--- src/hdl/go_back_n_sender_window_unit_defines.svh ---
// Assertion macros for the go-back-N sender window unit.
// Included by the top level; no other dependencies.
`ifndef GO_BACK_N_SENDER_WINDOW_UNIT_DEFINES_SVH
`define GO_BACK_N_SENDER_WINDOW_UNIT_DEFINES_SVH

// Condition that must hold at every clock edge outside reset
`define GBNS_ASSERT_ALWAYS(label, clk, rst, cond, msg) \
   label: assert property (@(posedge clk) disable iff (rst) (cond)) else $error(msg);

// Same-cycle implication
`define GBNS_ASSERT_IMP(label, clk, rst, ante, cons, msg) \
   label: assert property (@(posedge clk) disable iff (rst) (ante) |-> (cons)) \
      else $error(msg);

// Next-cycle implication
`define GBNS_ASSERT_NXT(label, clk, rst, ante, cons, msg) \
   label: assert property (@(posedge clk) disable iff (rst) (ante) |=> (cons)) \
      else $error(msg);

`endif

--- src/hdl/gbns_pkg.sv ---
// Shared types and constants of the go-back-N sender window unit.
// No dependencies; used by gbns_alu, gbns_ctrl and the top level.
package gbns_pkg;

   // Shared adder width: 32-bit ack numbers plus one carry bit
   localparam int ALU_W     = 33;
   localparam int IDX_W     = 17;
   localparam int CSR_IDX_W = 2;

   localparam logic [1:0]  DUP_LIMIT = 2'd3;
   localparam logic [15:0] TIMER_MAX = 16'hffff;

   // Register indexes of the configuration port
   localparam logic [CSR_IDX_W-1:0] CSR_START_SEQUENCE = 2'd0;
   localparam logic [CSR_IDX_W-1:0] CSR_TOTAL_PACKETS  = 2'd1;
   localparam logic [CSR_IDX_W-1:0] CSR_TIMEOUT_TICKS  = 2'd2;

   typedef enum logic [1:0] {
      ACT_START = 2'd0,
      ACT_ACK   = 2'd1,
      ACT_TICK  = 2'd2,
      ACT_SEND  = 2'd3
   } action_type;

   typedef enum logic [1:0] {
      ALU_ADD,
      ALU_INC,
      ALU_SUB
   } alu_op_type;

   typedef enum logic [4:0] {
      ST_IDLE,
      ST_START,
      ST_ACK_SUCC,
      ST_ACK_CMP,
      ST_ACK_IOINC,
      ST_ACK_JINC,
      ST_CLAMP_LO,
      ST_CLAMP_HI,
      ST_ACK_FIN,
      ST_ACK_DUP,
      ST_TICK_INC,
      ST_TICK_CMP,
      ST_SND_CHK0,
      ST_SND_WIN,
      ST_SND_WCMP,
      ST_SND_T1,
      ST_SND_TCMP,
      ST_SND_SPAN,
      ST_SND_LIM,
      ST_RS_PREP,
      ST_RS_EMIT,
      ST_NW_PREP,
      ST_NW_EMIT,
      ST_NW_INC,
      ST_EMPTY
   } fsm_state_type;

   typedef struct packed {
      alu_op_type       op;
      logic [ALU_W-1:0] a;
      logic [ALU_W-1:0] b;
   } alu_req_type;

   typedef struct packed {
      logic [ALU_W-1:0] sum;
      logic             lt;
      logic             eq;
   } alu_rsp_type;

   typedef struct packed {
      logic [31:0] start_sequence;
      logic [15:0] total_packets;
      logic [15:0] timeout_ticks;
   } cfg_type;

   typedef struct packed {
      logic [1:0]  action;
      logic [31:0] ack_number;
      logic [15:0] ack_offset;
      logic        ack_fin;
      logic        ack_good;
   } req_type;

   typedef struct packed {
      logic             send_valid;
      logic [15:0]      packet_index;
      logic [31:0]      sequence_number;
      logic             is_resend;
      logic             is_final_packet;
      logic             transfer_done;
      logic [IDX_W-1:0] window_base;
      logic             last_in_run;
   } rsp_type;

   typedef struct packed {
      logic             busy;
      logic [IDX_W-1:0] window_start;
      logic [IDX_W-1:0] next_index;
   } stat_type;

endpackage

--- src/hdl/gbns_alu.sv ---
// Shared add / subtract / compare unit of the sender window unit.
// Depends on gbns_pkg for the request and response structs.
module gbns_alu (
   input  gbns_pkg::alu_req_type alu_req,
   output gbns_pkg::alu_rsp_type alu_rsp
);
   import gbns_pkg::*;

   logic [ALU_W-1:0] b_eff;
   logic             cin;
   logic             is_sub;
   logic [ALU_W:0]   full;

   // Decode operation into operand inversion and carry in
   always_comb begin
      unique case (alu_req.op)
         ALU_ADD: begin
            b_eff  = alu_req.b;
            cin    = 1'b0;
            is_sub = 1'b0;
         end
         ALU_INC: begin
            b_eff  = alu_req.b;
            cin    = 1'b1;
            is_sub = 1'b0;
         end
         ALU_SUB: begin
            b_eff  = ~alu_req.b;
            cin    = 1'b1;
            is_sub = 1'b1;
         end
         default: begin
            b_eff  = alu_req.b;
            cin    = 1'b0;
            is_sub = 1'b0;
         end
      endcase
   end

   // One adder; borrow of a subtract gives the less-than flag
   assign full        = {1'b0, alu_req.a} + {1'b0, b_eff} + {{ALU_W{1'b0}}, cin};
   assign alu_rsp.sum = full[ALU_W-1:0];
   assign alu_rsp.lt  = is_sub & ~full[ALU_W];
   assign alu_rsp.eq  = (alu_req.a == alu_req.b);

endmodule

--- src/hdl/gbns_ctrl.sv ---
// Sequencer and window state of the sender window unit.
// Depends on gbns_pkg; drives one shared gbns_alu through alu_req / alu_rsp.
module gbns_ctrl #(
   parameter int WINDOW = 8
) (
   input  logic                  clock,
   input  logic                  reset,
   input  logic                  req_take,
   input  gbns_pkg::req_type     req_data,
   input  gbns_pkg::cfg_type     cfg,
   input  logic                  slot_free,
   input  gbns_pkg::alu_rsp_type alu_rsp,
   output gbns_pkg::alu_req_type alu_req,
   output logic                  rsp_wr,
   output gbns_pkg::rsp_type     rsp_data,
   output gbns_pkg::stat_type    stat
);
   import gbns_pkg::*;

   localparam int CNT_W = $clog2(WINDOW + 1);
   localparam logic [CNT_W-1:0] WIN_CNT = CNT_W'(WINDOW);

   fsm_state_type    state_ff, state_in;
   logic [31:0]      num_ff, num_in;
   logic [15:0]      off_ff, off_in;
   logic             fin_ff, fin_in;
   logic             good_ff, good_in;

   logic [IDX_W-1:0] ws_ff, ws_in;
   logic [IDX_W-1:0] next_ff, next_in;
   logic [31:0]      last_ff, last_in;
   logic [1:0]       dup_ff, dup_in;
   logic             pend_ff, pend_in;
   logic             done_ff, done_in;
   logic [15:0]      timer_ff, timer_in;

   logic [ALU_W-1:0] tmp_ff, tmp_in;
   logic [IDX_W-1:0] cand_ff, cand_in;
   logic             inorder_ff, inorder_in;
   logic             new_ok_ff, new_ok_in;
   logic             sent_ff, sent_in;
   logic             final_ff, final_in;
   logic [IDX_W-1:0] idx_ff, idx_in;
   logic [CNT_W-1:0] cnt_ff, cnt_in;
   logic [CNT_W-1:0] lim_ff, lim_in;

   logic [15:0]      tick_lim;
   logic [CNT_W-1:0] lim_calc;
   logic             run_end;

   assign tick_lim = (cfg.timeout_ticks == 16'd0) ? 16'd1 : cfg.timeout_ticks;
   assign lim_calc = alu_rsp.lt ? tmp_ff[CNT_W-1:0] : WIN_CNT;
   assign run_end  = (cnt_ff == (lim_ff - CNT_W'(1)));

   assign stat.busy         = (state_ff != ST_IDLE);
   assign stat.window_start = ws_ff;
   assign stat.next_index   = next_ff;

   // Next state
   always_comb begin
      state_in = state_ff;
      unique case (state_ff)
         ST_IDLE: begin
            if (req_take) begin
               unique case (action_type'(req_data.action))
                  ACT_START: state_in = ST_START;
                  ACT_ACK:   state_in = ST_ACK_SUCC;
                  ACT_TICK:  state_in = ST_TICK_INC;
                  ACT_SEND:  state_in = ST_SND_CHK0;
                  default:   state_in = ST_EMPTY;
               endcase
            end
         end
         ST_START:     state_in = ST_EMPTY;
         ST_ACK_SUCC:  state_in = (good_ff && !done_ff && !fin_ff) ? ST_ACK_CMP : ST_EMPTY;
         ST_ACK_CMP: begin
            if (alu_rsp.eq)       state_in = ST_ACK_IOINC;
            else if (!alu_rsp.lt) state_in = ST_ACK_JINC;
            else                  state_in = ST_ACK_DUP;
         end
         ST_ACK_IOINC: state_in = ST_CLAMP_LO;
         ST_ACK_JINC:  state_in = ST_CLAMP_LO;
         ST_CLAMP_LO:  state_in = ST_CLAMP_HI;
         ST_CLAMP_HI:  state_in = inorder_ff ? ST_ACK_FIN : ST_EMPTY;
         ST_ACK_FIN:   state_in = ST_EMPTY;
         ST_ACK_DUP:   state_in = ST_EMPTY;
         ST_TICK_INC:  state_in = (!pend_ff && !done_ff) ? ST_TICK_CMP : ST_EMPTY;
         ST_TICK_CMP:  state_in = ST_EMPTY;
         ST_SND_CHK0:  state_in = done_ff ? ST_EMPTY : ST_SND_WIN;
         ST_SND_WIN:   state_in = ST_SND_WCMP;
         ST_SND_WCMP:  state_in = pend_ff ? ST_SND_T1 : ST_NW_PREP;
         ST_SND_T1:    state_in = ST_SND_TCMP;
         ST_SND_TCMP:  state_in = alu_rsp.lt ? ST_NW_PREP : ST_SND_SPAN;
         ST_SND_SPAN:  state_in = ST_SND_LIM;
         ST_SND_LIM:   state_in = (lim_calc == '0) ? ST_NW_PREP : ST_RS_PREP;
         ST_RS_PREP:   state_in = ST_RS_EMIT;
         ST_RS_EMIT: begin
            if (slot_free) state_in = run_end ? ST_NW_PREP : ST_RS_PREP;
         end
         ST_NW_PREP: begin
            if (new_ok_ff)    state_in = ST_NW_EMIT;
            else if (sent_ff) state_in = ST_IDLE;
            else              state_in = ST_EMPTY;
         end
         ST_NW_EMIT: begin
            if (slot_free) state_in = ST_NW_INC;
         end
         ST_NW_INC:    state_in = ST_IDLE;
         ST_EMPTY: begin
            if (slot_free) state_in = ST_IDLE;
         end
         default:      state_in = ST_IDLE;
      endcase
   end

   // Datapath updates, shared unit requests and result writes
   always_comb begin
      num_in     = num_ff;
      off_in     = off_ff;
      fin_in     = fin_ff;
      good_in    = good_ff;
      ws_in      = ws_ff;
      next_in    = next_ff;
      last_in    = last_ff;
      dup_in     = dup_ff;
      pend_in    = pend_ff;
      done_in    = done_ff;
      timer_in   = timer_ff;
      tmp_in     = tmp_ff;
      cand_in    = cand_ff;
      inorder_in = inorder_ff;
      new_ok_in  = new_ok_ff;
      sent_in    = sent_ff;
      final_in   = final_ff;
      idx_in     = idx_ff;
      cnt_in     = cnt_ff;
      lim_in     = lim_ff;

      alu_req.op = ALU_ADD;
      alu_req.a  = '0;
      alu_req.b  = '0;

      rsp_wr                   = 1'b0;
      rsp_data.send_valid      = 1'b0;
      rsp_data.packet_index    = '0;
      rsp_data.sequence_number = '0;
      rsp_data.is_resend       = 1'b0;
      rsp_data.is_final_packet = 1'b0;
      rsp_data.transfer_done   = done_ff;
      rsp_data.window_base     = ws_ff;
      rsp_data.last_in_run     = 1'b1;

      unique case (state_ff)
         // Latch the transaction
         ST_IDLE: begin
            if (req_take) begin
               num_in  = req_data.ack_number;
               off_in  = req_data.ack_offset;
               fin_in  = req_data.ack_fin;
               good_in = req_data.ack_good;
               sent_in = 1'b0;
            end
         end
         // Clear the window and load the last ack
         ST_START: begin
            ws_in    = '0;
            next_in  = '0;
            last_in  = cfg.start_sequence;
            dup_in   = '0;
            pend_in  = 1'b0;
            done_in  = 1'b0;
            timer_in = '0;
         end
         // FIN ends the transfer; otherwise form last + 1
         ST_ACK_SUCC: begin
            if (good_ff && !done_ff) begin
               if (fin_ff) begin
                  done_in = 1'b1;
               end else begin
                  alu_req.op = ALU_INC;
                  alu_req.a  = ALU_W'(last_ff);
                  tmp_in     = alu_rsp.sum;
               end
            end
         end
         // Classify: in order, jump or possible duplicate
         ST_ACK_CMP: begin
            alu_req.op = ALU_SUB;
            alu_req.a  = ALU_W'(num_ff);
            alu_req.b  = tmp_ff;
            inorder_in = alu_rsp.eq;
         end
         ST_ACK_IOINC: begin
            alu_req.op = ALU_INC;
            alu_req.a  = ALU_W'(ws_ff);
            cand_in    = alu_rsp.sum[IDX_W-1:0];
         end
         ST_ACK_JINC: begin
            alu_req.op = ALU_INC;
            alu_req.a  = ALU_W'(off_ff);
            cand_in    = alu_rsp.sum[IDX_W-1:0];
         end
         // Hold base at or above its old value
         ST_CLAMP_LO: begin
            alu_req.op = ALU_SUB;
            alu_req.a  = ALU_W'(cand_ff);
            alu_req.b  = ALU_W'(ws_ff);
            if (alu_rsp.lt) cand_in = ws_ff;
         end
         // Hold base at or below next, then commit the ack
         ST_CLAMP_HI: begin
            alu_req.op = ALU_SUB;
            alu_req.a  = ALU_W'(next_ff);
            alu_req.b  = ALU_W'(cand_ff);
            ws_in      = alu_rsp.lt ? next_ff : cand_ff;
            last_in    = num_ff;
            dup_in     = '0;
         end
         // Ack of the final packet ends the transfer; else it counts once
         ST_ACK_FIN: begin
            alu_req.op = ALU_SUB;
            alu_req.a  = ALU_W'(off_ff);
            alu_req.b  = ALU_W'(cfg.total_packets);
            if (alu_rsp.eq) begin
               done_in = 1'b1;
               dup_in  = '0;
            end else begin
               dup_in  = 2'd1;
            end
         end
         // Count duplicates; arm a resend on the third
         ST_ACK_DUP: begin
            alu_req.op = ALU_SUB;
            alu_req.a  = ALU_W'(num_ff);
            alu_req.b  = ALU_W'(last_ff);
            if (alu_rsp.eq) begin
               if ((dup_ff + 2'd1) == DUP_LIMIT) begin
                  dup_in  = '0;
                  pend_in = 1'b1;
               end else begin
                  dup_in  = dup_ff + 2'd1;
               end
            end
         end
         // Advance the idle timer, saturating
         ST_TICK_INC: begin
            if (!pend_ff && !done_ff) begin
               alu_req.op = ALU_INC;
               alu_req.a  = ALU_W'(timer_ff);
               if (timer_ff != TIMER_MAX) timer_in = alu_rsp.sum[15:0];
            end
         end
         ST_TICK_CMP: begin
            alu_req.op = ALU_SUB;
            alu_req.a  = ALU_W'(timer_ff);
            alu_req.b  = ALU_W'(tick_lim);
            if (!alu_rsp.lt) begin
               dup_in  = '0;
               pend_in = 1'b1;
            end
         end
         // New packet allowed: next <= total and next < base + window
         ST_SND_CHK0: begin
            alu_req.op = ALU_SUB;
            alu_req.a  = ALU_W'(cfg.total_packets);
            alu_req.b  = ALU_W'(next_ff);
            new_ok_in  = !alu_rsp.lt;
         end
         ST_SND_WIN: begin
            alu_req.op = ALU_ADD;
            alu_req.a  = ALU_W'(ws_ff);
            alu_req.b  = ALU_W'(WIN_CNT);
            tmp_in     = alu_rsp.sum;
         end
         ST_SND_WCMP: begin
            alu_req.op = ALU_SUB;
            alu_req.a  = ALU_W'(next_ff);
            alu_req.b  = tmp_ff;
            new_ok_in  = new_ok_ff & alu_rsp.lt;
         end
         // Resend only when next <= total + 1
         ST_SND_T1: begin
            alu_req.op = ALU_INC;
            alu_req.a  = ALU_W'(cfg.total_packets);
            tmp_in     = alu_rsp.sum;
         end
         ST_SND_TCMP: begin
            alu_req.op = ALU_SUB;
            alu_req.a  = tmp_ff;
            alu_req.b  = ALU_W'(next_ff);
            if (!alu_rsp.lt) pend_in = 1'b0;
         end
         // Run length is min(next - base, window)
         ST_SND_SPAN: begin
            alu_req.op = ALU_SUB;
            alu_req.a  = ALU_W'(next_ff);
            alu_req.b  = ALU_W'(ws_ff);
            tmp_in     = alu_rsp.sum;
         end
         ST_SND_LIM: begin
            alu_req.op = ALU_SUB;
            alu_req.a  = tmp_ff;
            alu_req.b  = ALU_W'(WIN_CNT);
            lim_in     = lim_calc;
            cnt_in     = '0;
            idx_in     = ws_ff;
         end
         ST_RS_PREP: begin
            alu_req.op = ALU_SUB;
            alu_req.a  = ALU_W'(idx_ff);
            alu_req.b  = ALU_W'(cfg.total_packets);
            final_in   = alu_rsp.eq;
         end
         // Order one retransmission
         ST_RS_EMIT: begin
            alu_req.op = ALU_INC;
            alu_req.a  = ALU_W'(cfg.start_sequence);
            alu_req.b  = ALU_W'(idx_ff);
            rsp_data.send_valid      = 1'b1;
            rsp_data.packet_index    = idx_ff[15:0];
            rsp_data.sequence_number = alu_rsp.sum[31:0];
            rsp_data.is_resend       = 1'b1;
            rsp_data.is_final_packet = final_ff;
            rsp_data.last_in_run     = run_end && !new_ok_ff;
            if (slot_free) begin
               rsp_wr   = 1'b1;
               timer_in = '0;
               sent_in  = 1'b1;
               cnt_in   = cnt_ff + CNT_W'(1);
               idx_in   = idx_ff + IDX_W'(1);
            end
         end
         ST_NW_PREP: begin
            alu_req.op = ALU_SUB;
            alu_req.a  = ALU_W'(next_ff);
            alu_req.b  = ALU_W'(cfg.total_packets);
            final_in   = alu_rsp.eq;
         end
         // Order the new packet
         ST_NW_EMIT: begin
            alu_req.op = ALU_INC;
            alu_req.a  = ALU_W'(cfg.start_sequence);
            alu_req.b  = ALU_W'(next_ff);
            rsp_data.send_valid      = 1'b1;
            rsp_data.packet_index    = next_ff[15:0];
            rsp_data.sequence_number = alu_rsp.sum[31:0];
            rsp_data.is_final_packet = final_ff;
            if (slot_free) begin
               rsp_wr   = 1'b1;
               timer_in = '0;
            end
         end
         ST_NW_INC: begin
            alu_req.op = ALU_INC;
            alu_req.a  = ALU_W'(next_ff);
            next_in    = alu_rsp.sum[IDX_W-1:0];
         end
         // Report a transaction that orders nothing
         ST_EMPTY: begin
            rsp_wr = slot_free;
         end
         default: begin
         end
      endcase
   end

   // Control state
   always_ff @(posedge clock) begin
      if (reset) begin
         state_ff <= ST_IDLE;
         ws_ff    <= '0;
         next_ff  <= '0;
         last_ff  <= '0;
         dup_ff   <= '0;
         pend_ff  <= 1'b0;
         done_ff  <= 1'b0;
         timer_ff <= '0;
      end else begin
         state_ff <= state_in;
         ws_ff    <= ws_in;
         next_ff  <= next_in;
         last_ff  <= last_in;
         dup_ff   <= dup_in;
         pend_ff  <= pend_in;
         done_ff  <= done_in;
         timer_ff <= timer_in;
      end
   end

   // Working registers
   always_ff @(posedge clock) begin
      num_ff     <= num_in;
      off_ff     <= off_in;
      fin_ff     <= fin_in;
      good_ff    <= good_in;
      tmp_ff     <= tmp_in;
      cand_ff    <= cand_in;
      inorder_ff <= inorder_in;
      new_ok_ff  <= new_ok_in;
      sent_ff    <= sent_in;
      final_ff   <= final_in;
      idx_ff     <= idx_in;
      cnt_ff     <= cnt_in;
      lim_ff     <= lim_in;
   end

endmodule

--- src/hdl/go_back_n_sender_window_unit.sv ---
// Go-back-N sender window unit: config registers, sequencer, shared adder, output register.
// Depends on gbns_pkg, gbns_alu, gbns_ctrl and go_back_n_sender_window_unit_defines.svh.
// One transaction at a time on one shared 33-bit adder/comparator; req_stall holds from accept
// until the sequencer is idle again, after the last result of the transaction; stalls lengthen it.
// A send writes one result per retransmission and per new packet, or one when nothing is sent.
// Synchronous active-high reset clears window state, config to defaults, no pending result.
`include "go_back_n_sender_window_unit_defines.svh"

module go_back_n_sender_window_unit #(
   parameter int WINDOW = 8
) (
   input  logic                           clock,
   input  logic                           reset,
   input  logic                           csr_wen,
   input  logic [gbns_pkg::CSR_IDX_W-1:0] csr_index,
   input  logic [31:0]                    csr_wdata,
   input  logic                           req_valid,
   output logic                           req_stall,
   input  logic [1:0]                     req_action,
   input  logic [31:0]                    req_ack_number,
   input  logic [15:0]                    req_ack_offset,
   input  logic                           req_ack_fin,
   input  logic                           req_ack_good,
   output logic                           rsp_valid,
   input  logic                           rsp_stall,
   output logic                           rsp_send_valid,
   output logic [15:0]                    rsp_packet_index,
   output logic [31:0]                    rsp_sequence_number,
   output logic                           rsp_is_resend,
   output logic                           rsp_is_final_packet,
   output logic                           rsp_transfer_done,
   output logic [16:0]                    rsp_window_base,
   output logic                           rsp_last_in_run
);
   import gbns_pkg::*;

   cfg_type     cfg_ff, cfg_in;
   logic        rsp_valid_ff, rsp_valid_in;
   rsp_type     rsp_data_ff;
   req_type     req_data;
   alu_req_type alu_req;
   alu_rsp_type alu_rsp;
   rsp_type     rsp_data;
   stat_type    stat;
   logic        rsp_wr;
   logic        req_take;
   logic        slot_free;

   assign req_data.action     = req_action;
   assign req_data.ack_number = req_ack_number;
   assign req_data.ack_offset = req_ack_offset;
   assign req_data.ack_fin    = req_ack_fin;
   assign req_data.ack_good   = req_ack_good;

   assign req_stall = stat.busy;
   assign req_take  = req_valid && !stat.busy;
   assign slot_free = !rsp_valid_ff || !rsp_stall;

   // Decode configuration writes
   always_comb begin
      cfg_in = cfg_ff;
      if (csr_wen) begin
         unique case (csr_index)
            CSR_START_SEQUENCE: cfg_in.start_sequence = csr_wdata;
            CSR_TOTAL_PACKETS:  cfg_in.total_packets  = csr_wdata[15:0];
            CSR_TIMEOUT_TICKS:  cfg_in.timeout_ticks  = csr_wdata[15:0];
            default:            cfg_in = cfg_ff;
         endcase
      end
   end

   always_ff @(posedge clock) begin
      if (reset) begin
         cfg_ff.start_sequence <= '0;
         cfg_ff.total_packets  <= '0;
         cfg_ff.timeout_ticks  <= 16'd1000;
      end else begin
         cfg_ff <= cfg_in;
      end
   end

   gbns_alu u_alu (
      .alu_req (alu_req),
      .alu_rsp (alu_rsp)
   );

   gbns_ctrl #(
      .WINDOW (WINDOW)
   ) u_ctrl (
      .clock     (clock),
      .reset     (reset),
      .req_take  (req_take),
      .req_data  (req_data),
      .cfg       (cfg_ff),
      .slot_free (slot_free),
      .alu_rsp   (alu_rsp),
      .alu_req   (alu_req),
      .rsp_wr    (rsp_wr),
      .rsp_data  (rsp_data),
      .stat      (stat)
   );

   // Output register: load a result, drop it once taken
   always_comb begin
      rsp_valid_in = rsp_valid_ff;
      if (rsp_wr) begin
         rsp_valid_in = 1'b1;
      end else if (!rsp_stall) begin
         rsp_valid_in = 1'b0;
      end
   end

   always_ff @(posedge clock) begin
      if (reset) begin
         rsp_valid_ff <= 1'b0;
      end else begin
         rsp_valid_ff <= rsp_valid_in;
      end
   end

   always_ff @(posedge clock) begin
      if (rsp_wr) begin
         rsp_data_ff <= rsp_data;
      end
   end

   assign rsp_valid           = rsp_valid_ff;
   assign rsp_send_valid      = rsp_data_ff.send_valid;
   assign rsp_packet_index    = rsp_data_ff.packet_index;
   assign rsp_sequence_number = rsp_data_ff.sequence_number;
   assign rsp_is_resend       = rsp_data_ff.is_resend;
   assign rsp_is_final_packet = rsp_data_ff.is_final_packet;
   assign rsp_transfer_done   = rsp_data_ff.transfer_done;
   assign rsp_window_base     = rsp_data_ff.window_base;
   assign rsp_last_in_run     = rsp_data_ff.last_in_run;

   // Checks
   `GBNS_ASSERT_NXT(a_busy_after_take, clock, reset, req_take, req_stall, "block not busy after take")
   `GBNS_ASSERT_ALWAYS(a_base_le_next, clock, reset, stat.window_start <= stat.next_index, "window base passed next index")
   `GBNS_ASSERT_IMP(a_mid_run_sends, clock, reset, rsp_valid && !rsp_last_in_run, rsp_send_valid, "non-final result orders no packet")

endmodule

--- config.mk ---
export PLATFORM = sky130hd
export DESIGN_NAME = go_back_n_sender_window_unit
export DESIGN_NICKNAME = d
export VERILOG_FILES = /design/src/hdl/gbns_pkg.sv /design/src/hdl/gbns_alu.sv /design/src/hdl/gbns_ctrl.sv /design/src/hdl/go_back_n_sender_window_unit.sv
export VERILOG_INCLUDE_DIRS = /design/src /design/src/hdl
export SDC_FILE = /design/constraint.sdc
export NUM_CORES = 1
export LEC_CHECK = 0
export BUFFER_PORTS_ARGS = -buffer_cell sky130_fd_sc_hd__buf_2
export CAP_MARGIN = 25
export CORE_MARGIN = 2
export CORE_UTILIZATION = 55
export CTS_CLUSTER_DIAMETER = 150
export DETAILED_ROUTE_END_ITERATION = 6
export GPL_TIMING_DRIVEN = 0
export PLACE_DENSITY = 0.8
export SLEW_MARGIN = 20
export SYNTH_ARGS = -nofsm -noshare
export SYNTH_HDL_FRONTEND = slang
export SYNTH_HIERARCHICAL = 1
export SYNTH_SLANG_ARGS = --single-unit
--- constraint.sdc ---
create_clock -name clock -period 9.2 [get_ports clock]
set_input_delay 1.84 -clock clock [delete_from_list [all_inputs] [get_ports clock]]
set_output_delay 1.84 -clock clock [all_outputs]
set_load 0.01 [all_outputs]
==> results of run 1 <==
## worst paths after layout
kind,from,to,slack (ps),cells after the start
worst min register to register,cfg_ff[0],cfg_ff[0],500,2
worst min-delay path,cfg_ff[0],cfg_ff[0],500,2
worst max register to register,u_ctrl/state_ff[4],u_ctrl/cand_ff[7],290,23
worst max-delay path,u_ctrl/state_ff[4],u_ctrl/cand_ff[7],290,23
## stage by stage
step,area [sq um],hold slack (ps)
6_report,22800,495
3_5_place_dp,21400,476
5_1_grt,22800,531
4_1_cts,22700,486
3_3_place_gp,21200,463
2_1_floorplan,19800,452
## worst max-delay path: stages (launching register included)
cell and delay (ps):
dfxtp_1 400, buf_2 250, buf_1 520, buf_1 520, nand2b_1 150, o2111ai_1 220, o221a_2 280, ha_1 150
clkbuf_1 480, clkbuf_1 670, xor2_1 200, fa_1 480, a21oi_1 220, nand4b_1 170, a211oi_1 130, nor2_1 340
o31ai_4 160, a21oi_1 310, o31a_1 310, clkbuf_1 750, clkbuf_1 660, a21boi_0 230, nor3_2 620, buf_4 320
## final cells by class
class | count | share of cell area
multi-input combinational | 1464 | 0.437
sequential | 355 | 0.400
clock buffer | 56 | 0.0483
timing repair buffer | 181 | 0.0452
buffer | 142 | 0.0317
tap | 461 | 0.0253
clock inverter | 15 | 0.00896
inverter | 26 | 0.00429
## placed cells by master (no fill, tap or decap), drive strengths merged, types with 7 or more instances in the layout
| cell | instances |
|---|---|
| nand2 | 193 |
| dfxtp | 156 |
| a221o | 18 |
| a22o | 31 |
| xor2 | 66 |
| a211oi | 48 |
| clkinv | 9 |
| a22oi | 49 |
| a222oi | 35 |
| nand2b | 121 |
| nor3 | 25 |
| clkbuf | 145 |
| and2 | 46 |
| nor2 | 167 |
| a31oi | 10 |
| o21bai | 7 |
| mux2i | 130 |
| inv | 27 |
| a21o | 21 |
| nor4 | 13 |
| a221oi | 17 |
| edfxtp | 199 |
| nand3b | 8 |
| and3 | 25 |
| a21boi | 20 |
| ha | 39 |
| nor2b | 13 |
| xnor2 | 52 |
| o21ai | 56 |
| nand4 | 19 |
| a32oi | 15 |
| a21oi | 68 |
| buf | 234 |
| nand3 | 71 |
## per-layer routing
metal | up-vias | part of all wire
met5 | - | 0
met4 | 0 | 0.082
met3 | 324 | 0.11
met2 | 1288 | 0.44
met1 | 8690 | 0.37
li1 | 7813 | -
## state kept, by name, summed over array words and instances (netlist names), 2 cells and up
signal / cells
u_ctrl/next_ff: 17
u_ctrl/lim_ff: 4
u_ctrl/state_ff: 5
u_ctrl/dup_ff: 2
u_ctrl/ws_ff: 17
u_ctrl/timer_ff: 16
u_ctrl/off_ff: 16
u_ctrl/idx_ff: 17
u_ctrl/cand_ff: 17
rsp_sequence_number: 32
u_ctrl/tmp_ff: 33
rsp_window_base: 17
u_ctrl/num_ff: 32
u_ctrl/cnt_ff: 4
cfg_ff: 64
u_ctrl/last_ff: 32
rsp_packet_index: 16
## report_power, final
part / switching [mW] / internal [mW]
logic: 2.26 / 1.03
registers: 0.191 / 2.03
clock network: 0.673 / 0.949
total: 3.13 / 4.01
==> results by group, run 1 <==
Run status
  • Status: complete, but fails checks
  • Failing checks: DRC

GRT
  • Largest net degree at the start of global routing: 46
  • GR peak layer: met2
  • Grt met3 use: 0.0838
  • First-pass GRT wire length: 116000 microns
  • Vias in the first global route: 17600
  • Total gr overflow: 0
  • Met2 global-route usage: 0.654
  • Routing usage on met1: 0.525
  • Initial antenna violation count: 2
  • Total track usage: 0.417

Timing
  • Unrepaired setup endpoints after global routing: no
  • Skew final: 22.1 ps
  • Max frequency: 112 MHz
  • Worst slew margin: 0.219
  • Hold Fails Final Rpt: 0
  • Final Setup Violations: 0
  • Tmin final: 8910 ps
  • Final Max Tran Viols: 0
  • Slew at the pin closest to its max-slew limit: 1160 ps
  • Final worst path period share: 0.969
  • Final Worst Setup Slack: 289 ps
  • Setup TNS: 0 ps

Drt
  • WL final: 79100 microns
  • Drt drc: 1
  • Vias per Instance: 6.71
  • ANT nets after route: 0
  • Via count: 18100
  • Average wire per standard cell: 29.3 microns
  • Starting DRT DRC Count: 2476
  • Drt first pass iters: 7

Placed design
  • GP Congestion: 1.05
  • Pre-CTS setup slack: 754 ps
  • I/O Buffers: 161
  • Placed Cells: 2624
  • Dpl hpwl: 61600 microns

Clock network
  • Cts repair resizes: 0
  • Post-CTS Setup Inserts: 0
  • CTS Root Cell: clkbuf_16
  • Number of buffers created by CTS: 39
  • CTS tree: built
  • Worst skew pair latency: 580 ps
  • Clock sink count: 355
  • Clk slew on worst S/H paths: 60 ps
  • CTS max path bufs: 3
  • Hold_buf cts: 0
  • H-tree depth: 2

Floorplan
  • Starting Density: 0.558
  • # rows: 69
  • Die ar.: 0.0375 sq mm
  • Top-Level Pins: 163
  • Die X: 194 microns
  • Core Box Area: 0.0355 sq mm
  • Die height: 194 microns

Yosys
  • Synthesized net count: 2119
  • Synth Warn #: 6
  • Syn avg cell area: 9.96 sq um
  • Netlist area before placement: 0.0198 sq mm
  • Post-Synthesis Cells: 1987

Setup path
  • Largest fanout on the critical path: 10
  • Crit Path Class: flop to flop
  • CP arrival: 9180 ps
  • CP Data Required Time: 9470 ps
  • Nature of the critical path endpoint: flop
  • Crit start category: flop

Layout
  • Multi-input gate area: 0.00994 sq mm
  • Antenna Cells: 0
  • Fin nets: 2341
  • Post-Layout Cell Count: 2700
  • Area taken by flip-flops and latches: 0.00910 sq mm
  • Fill count: 2860
  • Fin util: 0.642
  • Layout area overhead: 15.0%
  • Share of layout cells above drive strength 1: 0.148

Pwr
  • Lkg Pwr: 8.83 nW
  • Maximum VDD drop: 230 uV
  • Final Power: 7.13 mW
  • PwrDens: 313 mW/mm^2

Worst hold path
  • HP Class: flop to flop

Run
  • Maxcap violations: 0
No activity file was read; power rests on OpenSTA's default activity.
==> run 2: changes to the inputs <==
--- a/config.mk
+++ b/config.mk
@@ -9,11 +9,11 @@
 export BUFFER_PORTS_ARGS = -buffer_cell sky130_fd_sc_hd__buf_2
 export CAP_MARGIN = 25
 export CORE_MARGIN = 2
-export CORE_UTILIZATION = 55
+export CORE_UTILIZATION = 30
 export CTS_CLUSTER_DIAMETER = 150
 export DETAILED_ROUTE_END_ITERATION = 6
 export GPL_TIMING_DRIVEN = 0
-export PLACE_DENSITY = 0.8
+export PLACE_DENSITY = 0.52
 export SLEW_MARGIN = 20
 export SYNTH_ARGS = -nofsm -noshare
 export SYNTH_HDL_FRONTEND = slang
==> results by group, run 2 (same netlist as run 1, synthesis figures left out) <==
Setup path
  • Crit Path Class: flop to flop
  • Largest fanout on the critical path: 10 (unchanged)
  • Worst setup path end: u_ctrl/cand_ff[13]
  • Worst reg2reg setup slack: 420 ps (+130 ps)
  • Nature of the critical path endpoint: flop
  • Crit start category: flop
  • CP arrival: 9050 ps (-130 ps)
  • FF-to-FF End: u_ctrl/cand_ff[13]
  • FF-to-FF path depth: 24 (+4.3%)
  • CP Data Required Time: 9470 ps (about the same)
  • CP Launch Point: u_ctrl/state_ff[4]
  • Launching point of the worst reg2reg path: u_ctrl/state_ff[4]

Clock network
  • Worst skew pair latency: 580 ps (about the same)
  • Clock sink count: 355 (unchanged)
  • Clk slew on worst S/H paths: 60 ps (about the same)
  • H-tree depth: 2 (unchanged)
  • Cts repair resizes: 0 (unchanged)
  • CTS Root Cell: clkbuf_16
  • Hold_buf cts: 0 (unchanged)
  • Number of buffers created by CTS: 42 (+7.7%)
  • CTS tree: built
  • CTS max path bufs: 3 (unchanged)
  • Post-CTS Setup Inserts: 0 (unchanged)

Layout
  • Layout area overhead: 18.2%
  • Largest regs: cfg_ff: 64 flops, u_ctrl/tmp_ff: 33 flops
  • Commonest non-fill, non-tap cell in the layout: edfxtp_1
  • Largest Register: cfg_ff
  • Fill count: 6653 (+130%)
  • Max reg flops: 64 (unchanged)
  • Share of layout cells above drive strength 1: 0.150 (+0.00179)
  • Most frequent cells in the layout: edfxtp_1, buf_2, nand2_1
  • Fin nets: 2338 (-0.13%)

GRT
  • Initial antenna violation count: 2 (unchanged)
  • Largest net degree at the start of global routing: 38 (-17%)
  • Total gr overflow: 0 (unchanged)
  • Total track usage: 0.249 (-0.168)
  • First-pass GRT wire length: 122000 microns (+5.5%)
  • Vias in the first global route: 17100 (-2.8%)

Timing
  • Max frequency: 114 MHz (+1.5%)
  • Setup TNS: 0 ps (unchanged)
  • Slew at the pin closest to its max-slew limit: 982 ps (-175 ps)
  • Worst hold slack: 500 ps (+4.47 ps)
  • Skew final: 19.0 ps (-3.12 ps)
  • Unrepaired setup endpoints after global routing: no
  • Worst slew margin: 0.341 (+0.123)
  • Tmin final: 8780 ps (-128 ps)
  • Final Max Tran Viols: 0 (unchanged)
  • Final Setup Violations: 0 (unchanged)
  • Final worst path period share: 0.955 (-0.0139)
  • Hold Fails Final Rpt: 0 (unchanged)

Floorplan
  • Die X: 261 microns (+35%)
  • Starting Density: 0.302 (-0.256)
  • Die ar.: 0.0681 sq mm (+81%)
  • Core Box Area: 0.0655 sq mm (+85%)
  • Top-Level Pins: 163 (unchanged)
  • Die height: 261 microns (+35%)
  • # rows: 94 (+36%)

Pwr
  • Lkg Pwr: 8.88 nW (+0.48%)
  • PwrDens: 306 mW/mm^2 (-2.4%)
  • Final Power: 7.16 mW (+0.32%)
  • Maximum VDD drop: 166 uV (-28%)

Placed design
  • I/O Buffers: 161 (unchanged)
  • Dpl hpwl: 67300 microns (+9.4%)
  • GP Congestion: 1.03 (-2.1%)

Drt
  • Via count: 17400 (-3.8%)
  • Average wire per standard cell: 27.6 microns (-5.9%)
  • Drt first pass iters: 7 (unchanged)
  • Vias per Instance: 5.61 (-16%)
  • ANT nets after route: 0 (unchanged)
  • Drt drc: 0 (-1)
  • Starting DRT DRC Count: 1971 (-20%)
  • WL final: 85600 microns (+8.2%)

Run status
  • Status: finished clean

Run
  • Maxcap violations: 0 (unchanged)

Worst hold path
  • HP Class: flop to flop
-- run 2: changes by cell type in the layout (fill, tap and decap cells not counted), moves of 2 or more --
cell / before / now
inv_4: 0 / 2
clkbuf_8: 6 / 4
buf_2: 197 / 194
clkinv_4: 1 / 4
nor3_2: 3 / 6
clkbuf_16: 39 / 46
nor3_1: 22 / 19
diode_2: 0 / 2
clkinv_8: 2 / 0
-- run 2: worst min-delay path by stage --
stage | start | slack [ps] | depth (start not counted) | end
after floorplan | cfg_ff[0] | 450 | 2 | cfg_ff[0]
after global placement | cfg_ff[0] | 470 | 2 | cfg_ff[0]
after detailed placement | cfg_ff[0] | 490 | 2 | cfg_ff[0]
after CTS | cfg_ff[0] | 500 | 2 | cfg_ff[0]
after global routing | cfg_ff[58] | 530 | 2 | cfg_ff[58]
final | cfg_ff[0] | 500 | 2 | cfg_ff[0]
-- run 2: cell type report --
cell class	instances	area, sq um	share of cell area
Multi-Input combinational cell	1464	9980	0.426
Sequential cell	355	9100	0.389
Clock buffer	63	1250	0.0536
Tap cell	864	1080	0.0462
Timing Repair Buffer	175	981	0.0419
Buffer	142	722	0.0309
Clock inverter	14	185	0.00791
Inverter	26	97.6	0.00417
Antenna cell	2	5.00	0.000214
-- run 2: power breakdown --
group	internal, mW	switching (mW)	leakage (nW)
Clock	1.06	0.698	0.704
Sequential	2.03	0.210	3.08
Combinational	1.01	2.15	5.09
Total	4.10	3.06	8.88
-- run 2: critical path, cell delays in order, from the launching register on --
cell       delay (ps)
dfxtp_1           370
buf_2             250
buf_1             490
buf_1             560
nand2b_1          150
o2111ai_1         230
o221a_2           340
ha_1              180
clkbuf_1          520
clkbuf_1          760
xor2_1            190
fa_1              470
a21oi_1           230
nand4b_1          170
a211oi_1          130
nor2_1            400
o31ai_4           170
a21oi_1           290
o31a_1            330
clkbuf_1          690
clkbuf_2          530
a21boi_0          190
nor3_2            290
buf_4             270
buf_4             220
-- run 2: through the flow --
step           instance area, sq um  utilization  setup WS (ps)  cells
2_1_floorplan                 19800            -           1360   1987
3_3_place_gp                  21700        0.331          -2630   3012
4_1_cts                       23400        0.357            458   3102
5_1_grt                       23400        0.357            294   3103
6_report                      23400        0.357            418   3105
3_5_place_dp                  21900        0.335            500   3025
-- run 2: metal layers --
| metal | wire length, microns | up-vias | GRT usage |
|---|---|---|---|
| li1 | - | 7798 | - |
| met1 | 35700 | 8630 | 0.319 |
| met2 | 40400 | 812 | 0.419 |
| met3 | 5700 | 187 | 0.0318 |
| met4 | 3820 | 0 | 0.108 |
| met5 | 0 | - | 0 |
==> run 3: changes to the inputs <==
--- a/config.mk
+++ b/config.mk
@@ -13,7 +13,7 @@
 export CTS_CLUSTER_DIAMETER = 150
 export DETAILED_ROUTE_END_ITERATION = 6
 export GPL_TIMING_DRIVEN = 0
-export PLACE_DENSITY = 0.52
+export PLACE_DENSITY = 0.56
 export SLEW_MARGIN = 20
 export SYNTH_ARGS = -nofsm -noshare
 export SYNTH_HDL_FRONTEND = slang
==> results by group, run 3 (same netlist as run 1, synthesis figures left out) <==
Floorplan
  • Core Box Area: 0.0655 sq mm (unchanged)
  • # rows: 94 (unchanged)
  • Top-Level Pins: 163 (unchanged)
  • Starting Density: 0.302 (unchanged)
  • Die ar.: 0.0681 sq mm (unchanged)
  • Die height: 261 microns (unchanged)
  • Die X: 261 microns (unchanged)

Layout
  • Layout area overhead: 17.3%
  • Largest Register: cfg_ff
  • Commonest non-fill, non-tap cell in the layout: edfxtp_1
  • Largest regs: cfg_ff: 64 flops, u_ctrl/tmp_ff: 33 flops
  • Fin nets: 2335 (-0.13%)
  • Final Cell Area: 0.0232 sq mm (-0.80%)
  • Most frequent cells in the layout: edfxtp_1, nand2_1, buf_2
  • Fin util: 0.354 (-0.00286)
  • Share of layout cells above drive strength 1: 0.150 (about the same)
  • Max reg flops: 64 (unchanged)
  • Antenna Cells: 0 (-2)

GRT
  • First-pass GRT wire length: 118000 microns (-3.5%)
  • Vias in the first global route: 17000 (-0.71%)
  • Largest net degree at the start of global routing: 42 (+11%)
  • Total gr overflow: 0 (unchanged)
  • Initial antenna violation count: 1 (-1)
  • Total track usage: 0.239 (-0.00998)

Timing
  • Final Setup Violations: 0 (unchanged)
  • Hold Fails Final Rpt: 0 (unchanged)
  • Skew final: 14.3 ps (-4.63 ps)
  • Max frequency: 115 MHz (+0.74%)
  • Setup TNS: 0 ps (unchanged)
  • Tmin final: 8720 ps (-64.2 ps)
  • Unrepaired setup endpoints after global routing: no
  • Slew at the pin closest to its max-slew limit: 1180 ps (+193 ps)
  • Worst slew margin: 0.214 (-0.127)
  • Final worst path period share: 0.948 (-0.00698)
  • Final Max Tran Viols: 0 (unchanged)
  • Worst hold slack: 500 ps (+0.0820 ps)

Setup path
  • CP arrival: 8990 ps (-60 ps)
  • Crit Path Class: flop to flop
  • Largest fanout on the critical path: 10 (unchanged)
  • CP Data Required Time: 9470 ps (about the same)
  • Crit start category: flop
  • Nature of the critical path endpoint: flop

Drt
  • Vias per Instance: 5.60 (-0.20%)
  • Starting DRT DRC Count: 2138 (+8.5%)
  • Average wire per standard cell: 26.6 microns (-3.6%)
  • Drt first pass iters: 7 (unchanged)
  • Drt drc: 17 (+17)
  • WL final: 82400 microns (-3.8%)
  • ANT nets after route: 0 (unchanged)
  • Via count: 17400 (-0.42%)

Run status
  • Failing checks: DRC
  • Status: complete, but fails checks

Clock network
  • Number of buffers created by CTS: 40 (-4.8%)
  • CTS max path bufs: 3 (unchanged)
  • H-tree depth: 2 (unchanged)
  • Post-CTS Setup Inserts: 0 (unchanged)
  • Worst skew pair latency: 570 ps (about the same)
  • Clock sink count: 355 (unchanged)
  • Clk slew on worst S/H paths: 60 ps (about the same)
  • Hold_buf cts: 0 (unchanged)
  • CTS tree: built
  • CTS Root Cell: clkbuf_16

Placed design
  • I/O Buffers: 161 (unchanged)
  • GP Congestion: 1.01 (-2.0%)
  • Dpl hpwl: 65600 microns (-2.6%)
  • Area after DPL: 0.0219 sq mm (about the same)

Run
  • Maxcap violations: 0 (unchanged)

Pwr
  • PwrDens: 299 mW/mm^2 (-2.1%)
  • Lkg Pwr: 8.80 nW (-0.87%)
  • Maximum VDD drop: 147 uV (-12%)

Worst hold path
  • HP Class: flop to flop
==> run 3: cell count changes in the layout (fill, tap and decap cells not counted), moves of 3 or more <==
cell / delta
clkbuf_1: -9
clkbuf_16: -6
clkbuf_8: -3
clkinv_1: +4
clkinv_2: +9
clkinv_4: -3
inv_6: +5
==> run 3: layer usage <==
metal  global-route usage  vias up  share of wire
li1                     -     7795              -
met1                0.309     8520           0.42
met2                0.400      858           0.47
met3               0.0300      180          0.068
met4                0.102        0          0.044
met5                    0        -              0
==> run 3: what timing repair did <==
item | CTS | global route
endpoints found under the setup margin | 0 | 8
endpoints found under the hold margin | 0 | 0
gates resized for setup | 0 | 2
==> run 3: power breakdown <==
| group | total, mW | internal [mW] | leakage (nW) | switching (mW) |
|---|---|---|---|---|
| logic | 3.13 | 1.01 | 5.08 | 2.12 |
| clock network | 1.58 | 0.899 | 0.633 | 0.683 |
| registers | 2.24 | 2.03 | 3.08 | 0.210 |
==> run 3: final timing paths <==
path              depth (start not counted)            endpoint  slack (ps)               start
hold / removal                            2          cfg_ff[63]         500          cfg_ff[63]
setup / recovery                         24  u_ctrl/cand_ff[14]         480  u_ctrl/state_ff[4]
hold reg to reg                           2          cfg_ff[63]         500          cfg_ff[63]
setup reg to reg                         24  u_ctrl/cand_ff[14]         480  u_ctrl/state_ff[4]
==> run 3: through the flow <==
step	total power, mW	setup slack (ps)	cells
after floorplan	4.17	1360	1987
after global placement	5.28	-2030	3012
after detailed placement	5.32	555	3024
after CTS	6.92	505	3097
after global routing	7.30	255	3098
final	6.95	482	3098
==> run 3: cell type report <==
| cell class | instances | area [sq um] |
|---|---|---|
| sequential | 355 | 9100 |
| timing repair buffer | 174 | 967 |
| multi-input combinational | 1464 | 9970 |
| clock buffer | 45 | 1030 |
| tap | 864 | 1080 |
| inverter | 26 | 97.6 |
| fill | 6607 | 42300 |
| buffer | 142 | 722 |
| clock inverter | 28 | 244 |
==> run 3: critical path, cell delays in order, from the launching register on <==
cell	delay (ps)
dfxtp_1	390
buf_2	240
buf_1	460
buf_1	550
nand2b_1	140
o2111ai_1	220
o221a_2	300
ha_1	170
clkbuf_1	510
clkbuf_1	700
xor2_1	220
fa_1	480
a21oi_1	220
nand4b_1	180
a211oi_1	140
nor2_1	400
o31ai_4	170
a21oi_1	310
o31a_1	370
clkbuf_1	670
clkbuf_2	490
a21boi_0	180
nor3_2	360
buf_4	280
buf_4	210
